**src/rtl/qdps_pkg.sv**
```systemverilog
// Shared types, constants and register codes for the quadrature decoder
// with period-based speed measurement. No dependencies.
package qdps_pkg;

  localparam int OVF_W      = 9;
  localparam int PERIOD_W   = 16;
  localparam int FREQ_W     = 27;
  localparam int STAMP_W    = 16;
  localparam int POS_W      = 32;
  localparam int INTV_W     = 26;
  localparam int SPEED_W    = 28;
  localparam int PROD_W     = OVF_W + PERIOD_W;
  localparam int DIFF_W     = 27;
  localparam int DIV_STEPS  = FREQ_W;
  localparam int CFG_IDX_W  = 3;
  localparam int CFG_DATA_W = FREQ_W;
  localparam int S_TDATA_W  = 24;
  localparam int S_TUSER_W  = 2;
  localparam int M_TDATA_W  = 88;
  localparam int M_TUSER_W  = 1;

  localparam int DEF_TIMEOUT_TICKS = 500;
  localparam int DEF_TIMER_BITS    = 16;

  localparam logic [1:0] REQ_EDGE_A = 2'd0;
  localparam logic [1:0] REQ_EDGE_B = 2'd1;
  localparam logic [1:0] REQ_TICK   = 2'd2;

  localparam logic [1:0] MODE_1X = 2'd0;
  localparam logic [1:0] MODE_2X = 2'd1;
  localparam logic [1:0] MODE_4X = 2'd2;

  localparam logic [CFG_IDX_W-1:0] REG_ENABLE          = 3'd0;
  localparam logic [CFG_IDX_W-1:0] REG_RESOLUTION_MODE = 3'd1;
  localparam logic [CFG_IDX_W-1:0] REG_REVERSE         = 3'd2;
  localparam logic [CFG_IDX_W-1:0] REG_TIMER_PERIOD    = 3'd3;
  localparam logic [CFG_IDX_W-1:0] REG_TIMER_FREQUENCY = 3'd4;

  localparam logic [PERIOD_W-1:0] PERIOD_RST = 16'hFFFF;
  localparam logic [FREQ_W-1:0]   FREQ_RST   = 27'd1000000;

  typedef struct packed {
    logic                enable;
    logic [1:0]          mode;
    logic                reverse;
    logic [PERIOD_W-1:0] period;
    logic [FREQ_W-1:0]   freq;
  } cfg_t;

  typedef struct packed {
    logic [1:0]         req;
    logic               level_a;
    logic               level_b;
    logic [STAMP_W-1:0] stamp;
  } item_t;

  typedef enum logic [2:0] {
    ST_IDLE,
    ST_MUL,
    ST_DIV_LOAD,
    ST_DIV,
    ST_HOLD
  } state_t;

endpackage

```
**src/rtl/quadrature_decoder_with_period_speed.sv**
```systemverilog
// Quadrature decoder with period-based speed; top level, config registers
// and stream handshake. Depends on qdps_pkg, qdps_mul, qdps_track, qdps_div.
// An input transaction passes the multiply steps, the tracking update, the divider load,
// the divide steps and the load into the output register. A new input is taken only in
// idle, after the last one is through, and while the previous result waits in the output
// register; a full output register holds the finished result back. Reset is synchronous.
module quadrature_decoder_with_period_speed #(
  parameter int TIMEOUT_TICKS = qdps_pkg::DEF_TIMEOUT_TICKS,
  parameter int TIMER_BITS    = qdps_pkg::DEF_TIMER_BITS
) (
  input  logic                              clk,
  input  logic                              rst,
  input  logic                              cfg_we,
  input  logic [qdps_pkg::CFG_IDX_W-1:0]    cfg_index,
  input  logic [qdps_pkg::CFG_DATA_W-1:0]   cfg_data,
  input  logic                              s_tvalid,
  output logic                              s_tready,
  // level_a, level_b, timer_value[15:0], zero fill
  input  logic [qdps_pkg::S_TDATA_W-1:0]    s_tdata,
  // req_type[1:0]
  input  logic [qdps_pkg::S_TUSER_W-1:0]    s_tuser,
  output logic                              m_tvalid,
  input  logic                              m_tready,
  // position[31:0], interval[25:0], speed_cps[27:0], zero fill
  output logic [qdps_pkg::M_TDATA_W-1:0]    m_tdata,
  // counted
  output logic [qdps_pkg::M_TUSER_W-1:0]    m_tuser
);
  import qdps_pkg::*;

  cfg_t   cfg;
  item_t  item;
  state_t state;
  state_t state_next;

  logic accept;
  logic upd;
  logic div_start;
  logic out_load;
  logic out_free;

  logic                       mul_done;
  logic [PROD_W-1:0]          prod;
  logic [OVF_W-1:0]           ovf;
  logic [POS_W-1:0]           position;
  logic signed [INTV_W-1:0]   interval;
  logic                       counted;
  logic                       div_done;
  logic signed [SPEED_W-1:0]  speed;

  always_ff @(posedge clk) begin
    if (rst) begin
      cfg.enable  <= 1'b0;
      cfg.mode    <= MODE_1X;
      cfg.reverse <= 1'b0;
      cfg.period  <= PERIOD_RST;
      cfg.freq    <= FREQ_RST;
    end else if (cfg_we) begin
      case (cfg_index)
        REG_ENABLE:          cfg.enable  <= cfg_data[0];
        REG_RESOLUTION_MODE: cfg.mode    <= cfg_data[1:0];
        REG_REVERSE:         cfg.reverse <= cfg_data[0];
        REG_TIMER_PERIOD:    cfg.period  <= cfg_data[PERIOD_W-1:0];
        REG_TIMER_FREQUENCY: cfg.freq    <= cfg_data[FREQ_W-1:0];
        default: ;
      endcase
    end
  end

  assign s_tready = (state == ST_IDLE) && !rst;
  assign accept   = s_tvalid & s_tready;
  assign out_free = !m_tvalid || m_tready;

  always_ff @(posedge clk) begin
    if (accept) begin
      item.req     <= s_tuser[1:0];
      item.level_a <= s_tdata[0];
      item.level_b <= s_tdata[1];
      item.stamp   <= s_tdata[STAMP_W+1:2];
    end
  end

  always_ff @(posedge clk) begin
    if (rst) begin
      state <= ST_IDLE;
    end else begin
      state <= state_next;
    end
  end

  always_comb begin
    state_next = state;
    upd        = 1'b0;
    div_start  = 1'b0;
    out_load   = 1'b0;
    case (state)
      ST_IDLE: begin
        if (s_tvalid) begin
          state_next = ST_MUL;
        end
      end
      ST_MUL: begin
        if (mul_done) begin
          upd        = 1'b1;
          state_next = ST_DIV_LOAD;
        end
      end
      ST_DIV_LOAD: begin
        div_start  = 1'b1;
        state_next = ST_DIV;
      end
      ST_DIV: begin
        if (div_done) begin
          if (out_free) begin
            out_load   = 1'b1;
            state_next = ST_IDLE;
          end else begin
            state_next = ST_HOLD;
          end
        end
      end
      ST_HOLD: begin
        if (out_free) begin
          out_load   = 1'b1;
          state_next = ST_IDLE;
        end
      end
      default: state_next = ST_IDLE;
    endcase
  end

  qdps_mul u_mul (
    .clk   (clk),
    .rst   (rst),
    .start (accept),
    .a     (ovf),
    .b     (cfg.period),
    .done  (mul_done),
    .prod  (prod)
  );

  qdps_track #(
    .TIMEOUT_TICKS (TIMEOUT_TICKS),
    .TIMER_BITS    (TIMER_BITS)
  ) u_track (
    .clk      (clk),
    .rst      (rst),
    .upd      (upd),
    .item     (item),
    .cfg      (cfg),
    .prod     (prod),
    .ovf      (ovf),
    .position (position),
    .interval (interval),
    .counted  (counted)
  );

  qdps_div u_div (
    .clk      (clk),
    .rst      (rst),
    .start    (div_start),
    .dividend (cfg.freq),
    .interval (interval),
    .reverse  (cfg.reverse),
    .done     (div_done),
    .speed    (speed)
  );

  always_ff @(posedge clk) begin
    if (rst) begin
      m_tvalid <= 1'b0;
    end else if (out_load) begin
      m_tvalid <= 1'b1;
    end else if (m_tready) begin
      m_tvalid <= 1'b0;
    end
  end

  always_ff @(posedge clk) begin
    if (out_load) begin
      m_tdata <= {2'b00, speed, interval, position};
      m_tuser <= counted;
    end
  end

endmodule

```
**src/rtl/qdps_mul.sv**
```systemverilog
// Bit-serial shift-and-add multiplier: overflow count times timer period.
// Depends on qdps_pkg.
module qdps_mul (
  input  logic                         clk,
  input  logic                         rst,
  input  logic                         start,
  input  logic [qdps_pkg::OVF_W-1:0]    a,
  input  logic [qdps_pkg::PERIOD_W-1:0] b,
  output logic                         done,
  output logic [qdps_pkg::PROD_W-1:0]   prod
);
  import qdps_pkg::*;

  localparam int CNT_W = $clog2(OVF_W);
  localparam logic [CNT_W-1:0] LAST = CNT_W'(OVF_W - 1);

  logic              busy;
  logic [CNT_W-1:0]  cnt;
  logic [OVF_W-1:0]  mplier;
  logic [PROD_W-1:0] mcand;
  logic [PROD_W-1:0] acc;

  assign prod = acc;

  always_ff @(posedge clk) begin
    if (rst) begin
      busy <= 1'b0;
      done <= 1'b0;
      cnt  <= '0;
    end else begin
      done <= 1'b0;
      if (start) begin
        busy <= 1'b1;
        cnt  <= '0;
      end else if (busy) begin
        cnt <= cnt + 1'b1;
        if (cnt == LAST) begin
          busy <= 1'b0;
          done <= 1'b1;
        end
      end
    end
  end

  always_ff @(posedge clk) begin
    if (start) begin
      mplier <= a;
      mcand  <= PROD_W'(b);
      acc    <= '0;
    end else if (busy) begin
      if (mplier[0]) begin
        acc <= acc + mcand;
      end
      mplier <= mplier >> 1;
      mcand  <= mcand << 1;
    end
  end

endmodule

```
**src/rtl/qdps_div.sv**
```systemverilog
// Radix-2 restoring divider: timer frequency over the signed interval,
// truncated toward zero, one quotient bit per cycle. Depends on qdps_pkg.
module qdps_div (
  input  logic                                clk,
  input  logic                                rst,
  input  logic                                start,
  input  logic [qdps_pkg::FREQ_W-1:0]         dividend,
  input  logic signed [qdps_pkg::INTV_W-1:0]  interval,
  input  logic                                reverse,
  output logic                                done,
  output logic signed [qdps_pkg::SPEED_W-1:0] speed
);
  import qdps_pkg::*;

  localparam int CNT_W = $clog2(DIV_STEPS);
  localparam logic [CNT_W-1:0] LAST = CNT_W'(DIV_STEPS - 1);

  logic              busy;
  logic [CNT_W-1:0]  cnt;
  logic [INTV_W-1:0] dmag;
  logic              neg;
  logic [INTV_W-1:0] rem;
  logic [FREQ_W-1:0] quo;

  logic signed [INTV_W:0] dv;
  logic [INTV_W:0]        mag;
  logic [INTV_W:0]        sh;
  logic [INTV_W+1:0]      diff;
  logic [SPEED_W-1:0]     qx;

  always_comb begin
    dv = {interval[INTV_W-1], interval};
    if (reverse) begin
      dv = -dv;
    end
    mag  = dv[INTV_W] ? -dv : dv;
    sh   = {rem, quo[FREQ_W-1]};
    diff = {1'b0, sh} - {2'b00, dmag};
    qx   = SPEED_W'(quo);
    if (dmag == '0) begin
      speed = '0;
    end else if (neg) begin
      speed = -qx;
    end else begin
      speed = qx;
    end
  end

  always_ff @(posedge clk) begin
    if (rst) begin
      busy <= 1'b0;
      done <= 1'b0;
      cnt  <= '0;
    end else begin
      done <= 1'b0;
      if (start) begin
        busy <= 1'b1;
        cnt  <= '0;
      end else if (busy) begin
        cnt <= cnt + 1'b1;
        if (cnt == LAST) begin
          busy <= 1'b0;
          done <= 1'b1;
        end
      end
    end
  end

  always_ff @(posedge clk) begin
    if (start) begin
      dmag <= mag[INTV_W-1:0];
      neg  <= dv[INTV_W];
      rem  <= '0;
      quo  <= dividend;
    end else if (busy) begin
      if (!diff[INTV_W+1]) begin
        rem <= diff[INTV_W-1:0];
        quo <= {quo[FREQ_W-2:0], 1'b1};
      end else begin
        rem <= sh[INTV_W-1:0];
        quo <= {quo[FREQ_W-2:0], 1'b0};
      end
    end
  end

endmodule

```
**src/rtl/qdps_track.sv**
```systemverilog
// Edge decoding and tracking state: position, overflow count, time mark,
// interval and restart flag. Depends on qdps_pkg.
module qdps_track #(
  parameter int TIMEOUT_TICKS = qdps_pkg::DEF_TIMEOUT_TICKS,
  parameter int TIMER_BITS    = qdps_pkg::DEF_TIMER_BITS
) (
  input  logic                               clk,
  input  logic                               rst,
  input  logic                               upd,
  input  qdps_pkg::item_t                    item,
  input  qdps_pkg::cfg_t                     cfg,
  input  logic [qdps_pkg::PROD_W-1:0]        prod,
  output logic [qdps_pkg::OVF_W-1:0]         ovf,
  output logic [qdps_pkg::POS_W-1:0]         position,
  output logic signed [qdps_pkg::INTV_W-1:0] interval,
  output logic                               counted
);
  import qdps_pkg::*;

  localparam logic [OVF_W-1:0] TIMEOUT = OVF_W'(TIMEOUT_TICKS);
  localparam logic [POS_W-1:0] ONE     = POS_W'(1);

  logic [TIMER_BITS-1:0] mark;
  logic                  first;

  logic [POS_W-1:0]      position_next;
  logic [OVF_W-1:0]      ovf_next;
  logic [TIMER_BITS-1:0] mark_next;
  logic [INTV_W-1:0]     interval_next;
  logic                  first_next;
  logic                  counted_next;

  logic [TIMER_BITS-1:0] stamp_m;
  logic                  two_or_four;
  logic                  do_count;
  logic                  up;
  logic                  restart;
  logic                  tick;
  logic [DIFF_W-1:0]     elapsed;
  logic [DIFF_W-1:0]     elapsed_dir;
  logic [OVF_W-1:0]      ovf_inc;

  always_comb begin
    stamp_m     = item.stamp[TIMER_BITS-1:0];
    two_or_four = cfg.mode inside {MODE_2X, MODE_4X};
    do_count    = 1'b0;
    up          = 1'b0;
    restart     = 1'b0;
    tick        = 1'b0;
    case (item.req)
      REQ_EDGE_A: begin
        restart = 1'b1;
        if (item.level_a) begin
          do_count = 1'b1;
          up       = !item.level_b;
        end else if (two_or_four) begin
          do_count = 1'b1;
          up       = item.level_b;
        end
      end
      REQ_EDGE_B: begin
        if (cfg.mode == MODE_4X) begin
          restart  = 1'b1;
          do_count = 1'b1;
          up       = item.level_a ~^ item.level_b;
        end
      end
      REQ_TICK: begin
        tick = 1'b1;
      end
      default: ;
    endcase

    elapsed     = DIFF_W'(prod) + DIFF_W'(stamp_m) - DIFF_W'(mark);
    elapsed_dir = up ? elapsed : -elapsed;
    ovf_inc     = ovf + 1'b1;

    position_next = position;
    ovf_next      = ovf;
    mark_next     = mark;
    interval_next = interval;
    first_next    = first;
    counted_next  = counted;

    if (upd) begin
      counted_next = cfg.enable & do_count;
      if (cfg.enable) begin
        if (do_count) begin
          position_next = position + (((up ^ cfg.reverse)) ? ONE : '1);
          first_next    = 1'b0;
          if (!first) begin
            interval_next = elapsed_dir[INTV_W-1:0];
          end
        end
        if (restart) begin
          ovf_next  = '0;
          mark_next = stamp_m;
        end
        if (tick) begin
          ovf_next = ovf_inc;
          if (ovf_inc == TIMEOUT) begin
            ovf_next      = '0;
            interval_next = '0;
            first_next    = 1'b1;
          end
        end
      end
    end
  end

  always_ff @(posedge clk) begin
    if (rst) begin
      position <= '0;
      ovf      <= '0;
      mark     <= '0;
      interval <= '0;
      first    <= 1'b1;
      counted  <= 1'b0;
    end else begin
      position <= position_next;
      ovf      <= ovf_next;
      mark     <= mark_next;
      interval <= interval_next;
      first    <= first_next;
      counted  <= counted_next;
    end
  end

endmodule

```
**config.mk**
```make
export PLATFORM = sky130hd
export DESIGN_NAME = quadrature_decoder_with_period_speed
export DESIGN_NICKNAME = d
export VERILOG_FILES = /design/src/rtl/qdps_pkg.sv /design/src/rtl/quadrature_decoder_with_period_speed.sv /design/src/rtl/qdps_mul.sv /design/src/rtl/qdps_div.sv /design/src/rtl/qdps_track.sv
export SDC_FILE = /design/constraint.sdc
export NUM_CORES = 1
export LEC_CHECK = 0
export ABC_AREA = 1
export BUFFER_PORTS_ARGS = -buffer_cell sky130_fd_sc_hd__buf_2
export CAP_MARGIN = 40
export CORE_UTILIZATION = 50
export DETAILED_ROUTE_END_ITERATION = 8
export PLACE_DENSITY = 0.66
export SYNTH_ARGS = -nofsm -noshare
export SYNTH_HDL_FRONTEND = slang
export SYNTH_HIERARCHICAL = 1
export SYNTH_SLANG_ARGS = --single-unit
```
**constraint.sdc**
```tcl
create_clock -name clk -period 5.3 [get_ports clk]
set_input_delay 0.53 -clock clk [delete_from_list [all_inputs] [get_ports clk]]
set_output_delay 0.53 -clock clk [all_outputs]
set_load 0.01 [all_outputs]
```
# Yosys cells after proc, flatten, opt, wreduce, memory -nomap -nowiden
# Cells that the tools add are included.
totals:
  ff_bits: 395
  in_bits: 61
  out_inout_bits: 91
  elab_cells: 158
classes:
  add_sub_neg: 12
  eq_ne: 19
  mux: 55
  n_bitwise: 7
  reduce_logical: 30
op_table:
  columns: ["operator", "n"]
  rows:
  - ["two-way mux 26 bit", 7]
  - ["two-way mux 27 bit", 4]
  - ["negator 26 bit", 2]
  - ["two-way mux 9 bit", 5]
  - ["adder 32 bit", 1]
  - ["two-way mux 16 bit", 2]
  - ["two-way mux 32 bit", 1]
  - ["negator 27 -> 28 bit", 1]
  - ["subtractor 27 x 26 -> 28 bit", 1]
  - ["negator 26 -> 27 bit", 1]
  - ["adder 25 x 16 -> 26 bit", 1]
  - ["logical NOT 26 bit", 1]
  - ["two-way mux 1 bit", 26]
  - ["subtractor 26 x 16 -> 26 bit", 1]
  - ["adder 25 bit", 1]
  - ["two-way mux 3 bit", 5]
  - ["case mux 3 bit (5 select lines)", 1]
  - ["AND reduction 2 bit", 7]
  - ["equality test 3 x 2 -> 1 bit (second input constant)", 4]
  - ["nonzero test 2 bit", 5]
  - ["adder 9 x 1 -> 9 bit (second input constant)", 1]
  - ["equality test 9 bit (second input constant)", 1]
  - ["AND reduction 3 bit", 3]
  - ["case mux 1 bit (2 select lines)", 4]
  - ["other kinds (22)", 37]

# Depth between registers and ports, before layout
# Gate-level depths: netlist (run 1).
depth:
  depth_word: 10
  depth_mapped: 26
  ltp_nobuf: 26

# Cells and area by module
# The synthesis (run 1) kept the hierarchy.
modules_own_cells:
  columns: ["module", "n_inst", "cells_per_inst", "area_per_inst_um2", "seq_area_each_um2"]
  rows:
  - ["qdps_track", 1, 1328, 8267.9, 1701.6]
  - ["qdps_div", 1, 1096, 7198.2, 2282.2]
  - ["quadrature_decoder_with_period_speed", 1, 371, 5225.0, 4234.1]
  - ["qdps_mul", 1, 680, 4395.5, 1551.5]

# Worst setup path before layout (run 1)
# OpenSTA, ideal clock, no wires.
synth_path:
  path_kind: "register -> register"
  from: "register state[2]"
  to: "register m_tdata[0] (netlist name), enable pin"
  setup_time_ns: 0.534
  arrival_time_ns: 4.381
  t_required_ns: 4.766
  path_slack_ns: 0.385
  path_stages_with_launch: 6
  n_path_buf: 0
  synth_period_minus_slack_ns: 4.915
  path_cell_list: "dfxtp_1 -> inv_1 -> nand3_1 -> o21ai_0 -> inv_1 -> nor2_1"
synth_via:
  elab_chain_cells: 2
  elab_cells_between_ends: 3
  classes_between: "2 x eq/ne; 1 x mux"
synth_lines:
  columns: ["item", "line", "text"]
  rows:
  - ["start, declared", "quadrature_decoder_with_period_speed.sv:33", "state_t state;"]
  - ["start signal, assigned", "quadrature_decoder_with_period_speed.sv:87", "state <= state_next;"]
  - ["equality test 3 bit / equality test 3 x 2 -> 1 bit (equally long branches)", "quadrature_decoder_with_period_speed.sv:96", "case (state)"]
  - ["case mux 1 bit (2 select lines) (*)", "quadrature_decoder_with_period_speed.sv:96", null]
  - ["via out_load", "quadrature_decoder_with_period_speed.sv:39", "logic out_load;"]
  - ["end signal, assigned", "quadrature_decoder_with_period_speed.sv:181", "m_tdata <= {2'b00, speed, interval, position};"]
  - ["end, declared", "quadrature_decoder_with_period_speed.sv:25", "output logic [qdps_pkg::M_TDATA_W-1:0] m_tdata,"]
# The timed path passes the listed nets; every way through them passes the cells marked *.
# A chain may end at the register's enable or synchronous reset.

# Worst setup path after layout (run 1)
layout_path:
  from: "register, netlist name cfg[44]"
  to: "register u_track/position[22] (netlist name)"
layout_via:
  elab_chain_cells: 8
  elab_cells_between_ends: 15
  classes_between: "1 x add/sub; 2 x eq/ne; 9 x mux; 1 x bitwise; 2 x reduce/logical"
layout_lines:
  columns: ["item", "line", "text"]
  rows:
  - ["equality test 2 x 1 -> 1 bit / equality test 2 bit (equally long branches)", "qdps_track.sv:45, qdps_track.sv:62", null]
  - ["nonzero test 2 bit", "qdps_track.sv:45", "two_or_four = cfg.mode inside {MODE_2X, MODE_4X};"]
  - ["two-way mux 1 bit", "qdps_track.sv:56", "end else if (two_or_four) begin"]
  - ["two-way mux 1 bit", "qdps_track.sv:53", "if (item.level_a) begin"]
  - ["case mux 1 bit (2 select lines)", "qdps_track.sv:50", "case (item.req)"]
  - ["bitwise XOR 1 bit", "qdps_track.sv:89", "position_next = position + (((up ^ cfg.reverse)) ? ONE : '1);"]
  - ["two-way mux 32 bit", "qdps_track.sv:89", null]
  - ["adder 32 bit", "qdps_track.sv:89", null]
  - ["end signal, assigned", "qdps_track.sv:120", "position <= position_next;"]
  - ["end, declared", "qdps_track.sv:14", "output logic [qdps_pkg::POS_W-1:0] position,"]
# Parallel ways exist; a longest one is shown, timed or not.

==> results of run 1 <==
[worst paths after layout]
path / from / slack (ns) / endpoint
setup / recovery: cfg[44] / 1.08 / u_track/position[22]
hold / removal: s_tdata[0] / 0.12 / item[17]
setup reg to reg: cfg[44] / 1.08 / u_track/position[22]
hold reg to reg: u_track/position[13] / 0.47 / m_tdata[13]
[layout by cell type, fill, tap and decap left out, drive strengths merged, types with 2 or more instances in the layout]
cell type / netlist / layout
a211oi: 2 / 2
a21boi: 4 / 4
a21o: 14 / 14
a21oi: 203 / 203
a221oi: 2 / 2
a31o: 4 / 4
a31oi: 15 / 15
and2: 4 / 4
buf: 30 / 165
clkbuf: 50 / 71
clkinv: 3 / 14
conb: 1 / 2
dfxtp: 209 / 209
edfxtp: 186 / 186
fa: 19 / 19
ha: 116 / 116
inv: 517 / 520
nand2: 970 / 970
nand3: 214 / 214
nand3b: 19 / 19
nand4: 47 / 47
nor2: 426 / 426
nor3: 36 / 36
nor4: 7 / 7
o211ai: 27 / 27
o21a: 7 / 7
o21ai: 220 / 220
o21bai: 12 / 12
o221ai: 4 / 4
o311ai: 2 / 2
o31ai: 2 / 2
or2: 14 / 14
xnor2: 31 / 31
xor2: 52 / 52
[flip-flops by register name (all words and copies together), names as in the netlist, 3 cells and up]
register	flops
item	20
u_track/interval	26
u_track/position	32
u_mul/mcand	25
state	3
u_div/cnt	5
cfg	47
u_track/mark	16
u_div/quo	27
u_track/ovf	9
u_div/rem	26
u_div/dmag	26
u_mul/cnt	4
m_tdata	86
u_mul/mplier	9
u_mul/prod	25
[cells in the mapped netlist (7+ instances only)]
cell type and instances:
o21bai_1 11, nand3_1 205, nand2_2 33, xnor2_1 31, ha_1 116, clkbuf_1 47
nand3b_1 18, nor2_1 403, buf_2 13, o21a_1 7, nor2_2 14, nor3_1 34
or2_1 8, nand2_1 932, a21oi_1 195, nor4_1 7, dfxtp_1 209, a31oi_1 15
o211ai_1 27, nand4_1 45, a21oi_2 7, o21ai_0 197, inv_1 507, o21ai_1 18
inv_2 8, fa_1 19, edfxtp_1 186, a21o_1 14, nor2_4 9, xor2_1 51
[routing by layer]
metal  up-vias  part of all wire, %  track usage, %
met2       523                   46            42.5
met4         2                  2.3            6.76
met1     10400                   47            34.2
met5         -                0.022               0
li1      11500                    -               -
met3        98                  4.6            3.68
[through the flow]
step | power [mW] | hold WS [ns] | std cells | instance area (sq um)
final | 13.9 | 0.123 | 4309 | 28000
after global routing | 15.0 | 0.0977 | 4309 | 28000
after CTS | 14.0 | 0.0924 | 4309 | 28000
after detailed placement | 10.7 | 0.452 | 4223 | 26500
after global placement | 10.6 | 0.450 | 4218 | 26400
after floorplan | 9.04 | 0.409 | 3476 | 25100
[report_power, final]
part | internal [mW] | leakage [nW] | total, mW | switching (mW)
clock network | 1.86 | 0.762 | 3.19 | 1.33
logic | 2.10 | 9.44 | 6.49 | 4.39
registers | 3.87 | 3.43 | 4.22 | 0.353
total | 7.83 | 13.6 | 13.9 | 6.07
[final cells by class]
cell class	instances	area [sq um]	area share, %
multi-input cells	2479	13000	46.2
inverters	520	1960	7.00
repair buffers	165	961	3.43
clock buffers	71	1380	4.92
flip-flops and latches	395	9770	34.9
clock inverters	15	164	0.585
well taps	664	831	2.97
[cell families (layout without fill, tap and decap cells)]
family,count (synthesis),count (layout)
DFF,395,395
AOI/OAI and AO/OA,521,521
buffers and inverters,602,771
xor gates and xnor gates,83,83
and+or+nand+nor,1738,1738
adders and majority gates,135,135
other,1,2
==> metrics.md, run 1 <==
| Metric | Value |
|---|---|
| GP Congestion | `approximately 0.95` |
| Clock buffer depth | `3` |
| CP arrival | `4.72 ns` |
| CP bufs+invs | `5` |
| Cell class contributing the biggest share of worst-path delay | `compound AO/OA/AOI/OAI gates` |
| Number of H-tree branching levels | `2` |
| Worst Reg2Reg Path Length in Cells | `21` |
| Cell type contributing the most total cell area after synthesis | `edfxtp_1` |
| Minimum clock period after layout | `between 4 and 5 ns` |
| Worst ir drop on vdd | `0.272 mV` |
| Worst-Margin Slew | `0.860 ns` |
| Cells after synthesis | `3475` |
| Detailed-placement wirelength estimate | `between 40000 and 50000 um` |
| Max Cap Violations | `0` |
| Mux cell area share after synthesis | `0%` |
| Remaining routing DRC violations | `0` |
| Core box area | `49300 sq um` |
| Pin count of the biggest net entering global routing | `81` |
| Setup tns final | `0 ns` |
| CTS Hold Buffers Added | `0` |
| Synthesized area per cell | `approximately 7.2 sq um` |
| Cell with the biggest individual delay on the critical path | `buf_4` |
| Clock input transition at the sequential cells of the worst setup and hold paths | `0.06 ns` |
| Core occupancy in the finished layout | `56.9%` |
| Fin crit share | `between 70% and 80%` |
| Total detailed-routing wirelength | `64300 um` |
| Via count of the routed design | `~23000` |
| Die outline width | `~230 um` |
| Netlist area before placement | `25100 sq um` |
| Type of the most critical hold path | `in2reg` |
| EDFF count, synth | `186` |
| Yosys warning total | `6` |
| Synthesized-area fraction occupied by ao, oa, aoi and oai cells | `about an eighth` |
| Required time of the worst setup path | `5.80 ns` |
| Share of async-settable or async-resettable flops after synthesis | `0%` |
| Part of the Yosys area used for sequential elements | `around two fifths` |
| Number of max-slew violations in the final report | `0` |
| P per Cell Area | `between 400 and 500 nW/um^2` |
| Cell types with the largest area share after synthesis | `edfxtp_1 (22%), dfxtp_1 (17%), nand2_1 (14%)` |
| # port buffers | `roughly 140` |
| Number of cells on the critical path | `21` |
| Post-detailed-route count of antenna-violating nets | `0` |
| Area enclosed by the die boundary | `51100 sq um` |
| Stage delay of the slowest cell on the critical path | `0.40 ns` |
| Synthesis-to-finish area growth | `11.7%` |
| Count of TritonRoute iterations in the first routing pass | `7` |
| Layout Skew | `~0.04 ns` |
| Filler cells | `4728` |
| Initial core utilization | `50.9%` |
| Maximum fanout count along the critical path | `28` |
| Via density per instance | `5.22` |
| Static Leakage | `between 10 and 15 nW` |
| Fraction of synthesized cell area taken by the top area cell type | `22.3%` |
| Nets | `roughly 3800` |
| Number of synthesized register bits | `395` |
| CTS buffer count | `46` |
| Run status | `complete, no violations` |
| Number of placement rows | `81` |
| Global-route wire length before repair | `between 100000 and 150000 um` |
| Type of origin of the critical path | `flip-flop` |
| Library cell appearing most often on the critical path | `nand2_1` |
| GR Overflow Total | `0` |
| Post-route worst setup slack | `1.08 ns` |
| Fmax | `237 MHz` |
| Worst slew slack as a fraction of its limit | `42.5%` |
| Setup crit end kind | `flip-flop` |
| Chain of cells forming the critical path | `inv_1 -> ha_1 -> inv_1 -> o211ai_1 -> nand2_1 -> nand2_1 -> xor2_2 -> buf_4 -> ha_1 -> nand2_1 -> inv_1 -> a21oi_1 -> o21ai_1 -> a21oi_1 -> o21ai_1 -> a21oi_1 -> o21ai_1 -> nand2_1 -> nand2_1 -> o21ai_1 -> inv_1` |
| Final setup fails | `0` |
| 1st-iter DRT viols | `1509` |
| Adder-Cell Fraction of Synth Area | `7.30%` |
| Die outline height | `roughly 230 um` |
| Initial antenna violation count | `3` |
| All-layer global routing usage | `25.4%` |
| Number of primary I/O pins | `152` |
| Commonest register cell after synthesis | `dfxtp_1` |
| Post-synthesis simple-gate area fraction | `29.6%` |
| Count of antenna diodes in the layout | `0` |
| Worst setup timing slack at the placement stage | `1.16 ns` |
| Unrepaired setup endpoints after global routing | `false` |
| Hold Path Depth | `1` |
| Category of the critical setup timing path | `reg2reg` |
| Number of global-route vias before repair | `21200` |
| Main combinational cell family by area after synthesis | `simple AND/OR/NAND/NOR gates` |
| DR WL/cell | `between 10 and 15 um` |
| Setup Fix Bufs, Post-CTS | `0` |
| Source-to-sink clock delay at the later pin of the worst-skew pair | `0.61 ns` |
| Library cells used by synthesis | `65` |
| Clk root buf | `clkbuf_16` |
| TritonCTS clock tree | `yes` |
| Final hold violations | `0` |
| Fraction of final layout cells with drive strength greater than 1 | `9.68%` |
| Post-Synth XOR/XNOR Area | `2.93%` |
| Clock net sink count | `395` |
| Post-cts sizing count | `0` |
Power figures use the tool's default switching activity.
==> run 2, diff against run 1 <==
==> constraint.sdc (replaced) <==
create_clock -name clk -period 4.03 [get_ports clk]
set_input_delay 0.403 -clock clk [delete_from_list [all_inputs] [get_ports clk]]
set_output_delay 0.403 -clock clk [all_outputs]
set_load 0.01 [all_outputs]
==> run 2 against run 1 <==
  * Die area unchanged
  * Hold slack lost 0.077 ns
  * Sequential share of layout area down 0.29 points
  * Clock-buffer cell count down 13
  * Via count increased by 0.77%
  * Global-route usage grew 0.44 points
  * First-iteration DRC count is 20% higher
==> metrics.md, run 2 (synthesized netlist as in run 1, its figures left out) <==
| Metric | Value |
|---|---|
| Die outline height | `226 um (unchanged)` |
| Required time of the worst setup path | `4.51 ns (-1.29 ns)` |
| Static Leakage | `13.7 nW (+0.61%)` |
| Nets | `3833 (+0.79%)` |
| Type of origin of the critical path | `flip-flop` |
| Clock buffer depth | `3 (unchanged)` |
| Setup crit end kind | `flip-flop` |
| Worst-Margin Slew | `0.876 ns (+0.0160 ns)` |
| GR Overflow Total | `0 (unchanged)` |
| P per Cell Area | `644 nW/um^2 (+30%)` |
| Final hold violations | `0 (unchanged)` |
| Synthesis-to-finish area growth | `12.6%` |
| Worst ir drop on vdd | `0.547 mV (+100%)` |
| Clock input transition at the sequential cells of the worst setup and hold paths | `0.06 ns (about the same)` |
| CP arrival | `4.18 ns (-0.54 ns)` |
| Detailed-placement wirelength estimate | `49800 um (+0.91%)` |
| Filler cells | `4732 (+0.085%)` |
| Total detailed-routing wirelength | `65300 um (+1.5%)` |
| Category of the critical setup timing path | `reg2reg` |
| Stage delay of the slowest cell on the critical path | `0.33 ns (-0.07 ns)` |
| Area enclosed by the die boundary | `51100 sq um (unchanged)` |
| Number of max-slew violations in the final report | `0 (unchanged)` |
| Number of primary I/O pins | `152 (unchanged)` |
| Post-detailed-route count of antenna-violating nets | `0 (unchanged)` |
| Initial antenna violation count | `1 (-2)` |
| Setup tns final | `0 ns (unchanged)` |
| Minimum clock period after layout | `3.70 ns (-0.526 ns)` |
| Post-route worst setup slack | `0.334 ns (-0.744 ns)` |
| Number of placement rows | `81 (unchanged)` |
| Count of TritonRoute iterations in the first routing pass | `8 (+1)` |
| Worst setup timing slack at the placement stage | `0.162 ns (-1.00 ns)` |
| Final setup fails | `0 (unchanged)` |
| 1st-iter DRT viols | `1805 (+20%)` |
| Die outline width | `226 um (unchanged)` |
| Fin crit share | `91.7% (+12 points)` |
| Layout Skew | `0.0439 ns (+0.00434 ns)` |
| Clock net sink count | `395 (unchanged)` |
| Worst slew slack as a fraction of its limit | `41.5% (-0.99 points)` |
| Number of H-tree branching levels | `2 (unchanged)` |
| Cell with the biggest individual delay on the critical path | `dfxtp_1` |
| Max FFs per register | `86 (unchanged)` |
| Max Cap Violations | `0 (unchanged)` |
| # port buffers | `143 (unchanged)` |
| All-layer global routing usage | `25.9% (+0.44 points)` |
| Pin count of the biggest net entering global routing | `71 (-12%)` |
| Core occupancy in the finished layout | `57.4% (+0.48 points)` |
| DR WL/cell | `15.1 um (+0.83%)` |
| Top library cells by usage in the layout, fill and taps aside | `nand2_1 (932), inv_1 (507), nor2_1 (399), dfxtp_1 (209), nand3_1 (205)` |
| Register with the most flip-flops | `m_tdata` |
| Power after layout | `18.2 mW (+31%)` |
| CTS buffer count | `44 (-4.3%)` |
| Source-to-sink clock delay at the later pin of the worst-skew pair | `0.61 ns (about the same)` |
| Remaining routing DRC violations | `0 (unchanged)` |
| Cell class contributing the biggest share of worst-path delay | `simple AND/OR/NAND/NOR gates` |
| Clk root buf | `clkbuf_16` |
| TritonCTS clock tree | `yes` |
| CP bufs+invs | `6 (+1)` |
| Via density per instance | `5.23 (about the same)` |
| Core box area | `49300 sq um (unchanged)` |
| Most common library cell in the layout ignoring fill and taps | `nand2_1` |
| Unrepaired setup endpoints after global routing | `false` |
| Number of global-route vias before repair | `21400 (+1.0%)` |
| Registers with the highest flip-flop counts | `m_tdata: 86 flops, cfg: 47 flops, u_track/position: 32 flops` |
| Global-route wire length before repair | `106000 um (+1.0%)` |
| GP Congestion | `0.946 (-0.76%)` |
| Library cell appearing most often on the critical path | `nand2_1` |
| Via count of the routed design | `22700 (+0.77%)` |
| Run status | `complete, no violations` |
| Initial core utilization | `50.9% (unchanged)` |
| Maximum fanout count along the critical path | `18 (-36%)` |
| Fraction of final layout cells with drive strength greater than 1 | `9.86% (+0.17 points)` |
| Fmax | `271 MHz (+14%)` |
| Type of the most critical hold path | `in2reg` |
==> run 2: layer usage <==
metal | share of wire, % | track usage, % | wire length [um] | vias up
li1 | - | - | - | 11600
met1 | 46 | 34.8 | 29800 | 10400
met2 | 46 | 43.2 | 30200 | 615
met3 | 5.8 | 3.49 | 3800 | 85
met4 | 2.2 | 7.29 | 1450 | 0
met5 | 0 | 0 | 0 | -
==> run 2: timing repair <==
action,CTS,global route
setup endpoints to repair,0,8
endpoints found under the hold margin,27,0
setup buffers,0,0
gates resized for setup,0,10
hold buffers,26,0
==> run 2: stage by stage <==
| step | cell area (sq um) | cells | hold WS, ns |
|---|---|---|---|
| after detailed placement | 26500 | 4229 | 0.456 |
| after global placement | 26400 | 4228 | 0.452 |
| after floorplan | 25100 | 3476 | 0.409 |
| final | 28300 | 4338 | 0.0457 |
| after CTS | 28200 | 4337 | 0.00656 |
| after global routing | 28200 | 4337 | 0.0258 |
==> run 2: layout make-up <==
type | instances | area, sq um | share of cell area, %
multi-input combinational | 2479 | 13000 | 46.0
sequential | 395 | 9770 | 34.6
inverter | 520 | 1960 | 6.94
tap | 664 | 831 | 2.94
antenna | 1 | 2.50 | 0.00886
clock inverter | 24 | 279 | 0.988
timing repair buffer | 197 | 1210 | 4.28
clock buffer | 58 | 1210 | 4.30
==> run 2: where the power goes <==
| part | internal [mW] | switching, mW | total (mW) |
|---|---|---|---|
| logic | 2.74 | 5.78 | 8.52 |
| clock network | 2.35 | 1.74 | 4.09 |
| registers | 5.09 | 0.482 | 5.57 |
| total | 10.2 | 8.00 | 18.2 |
==> run 2: final timing paths <==
path	startpoint	to	slack (ns)	cells after the start
min	cfg_data[5]	cfg[32]	0.05	3
min reg2reg	u_div/rem[12]	u_div/rem[12]	0.47	2
max	cfg[44]	u_track/position[23]	0.33	25
max reg2reg	cfg[44]	u_track/position[23]	0.33	25
==> run 2: worst reg2reg max path, stage by stage (launching register included) <==
cell	delay [ns]
dfxtp_1	0.33
inv_1	0.05
ha_1	0.26
inv_1	0.03
o211ai_1	0.20
nand2_1	0.08
nand2_1	0.14
xor2_2	0.16
buf_4	0.19
buf_6	0.21
ha_1	0.32
nand2_1	0.13
inv_1	0.06
a21oi_2	0.18
o21ai_1	0.11
nand2_1	0.08
nand2_1	0.13
nand3_1	0.11
nand2_1	0.14
a21oi_4	0.21
nor2_1	0.09
nand2_1	0.09
a21o_1	0.11
nand3_1	0.06
nand2_1	0.07
inv_1	0.03
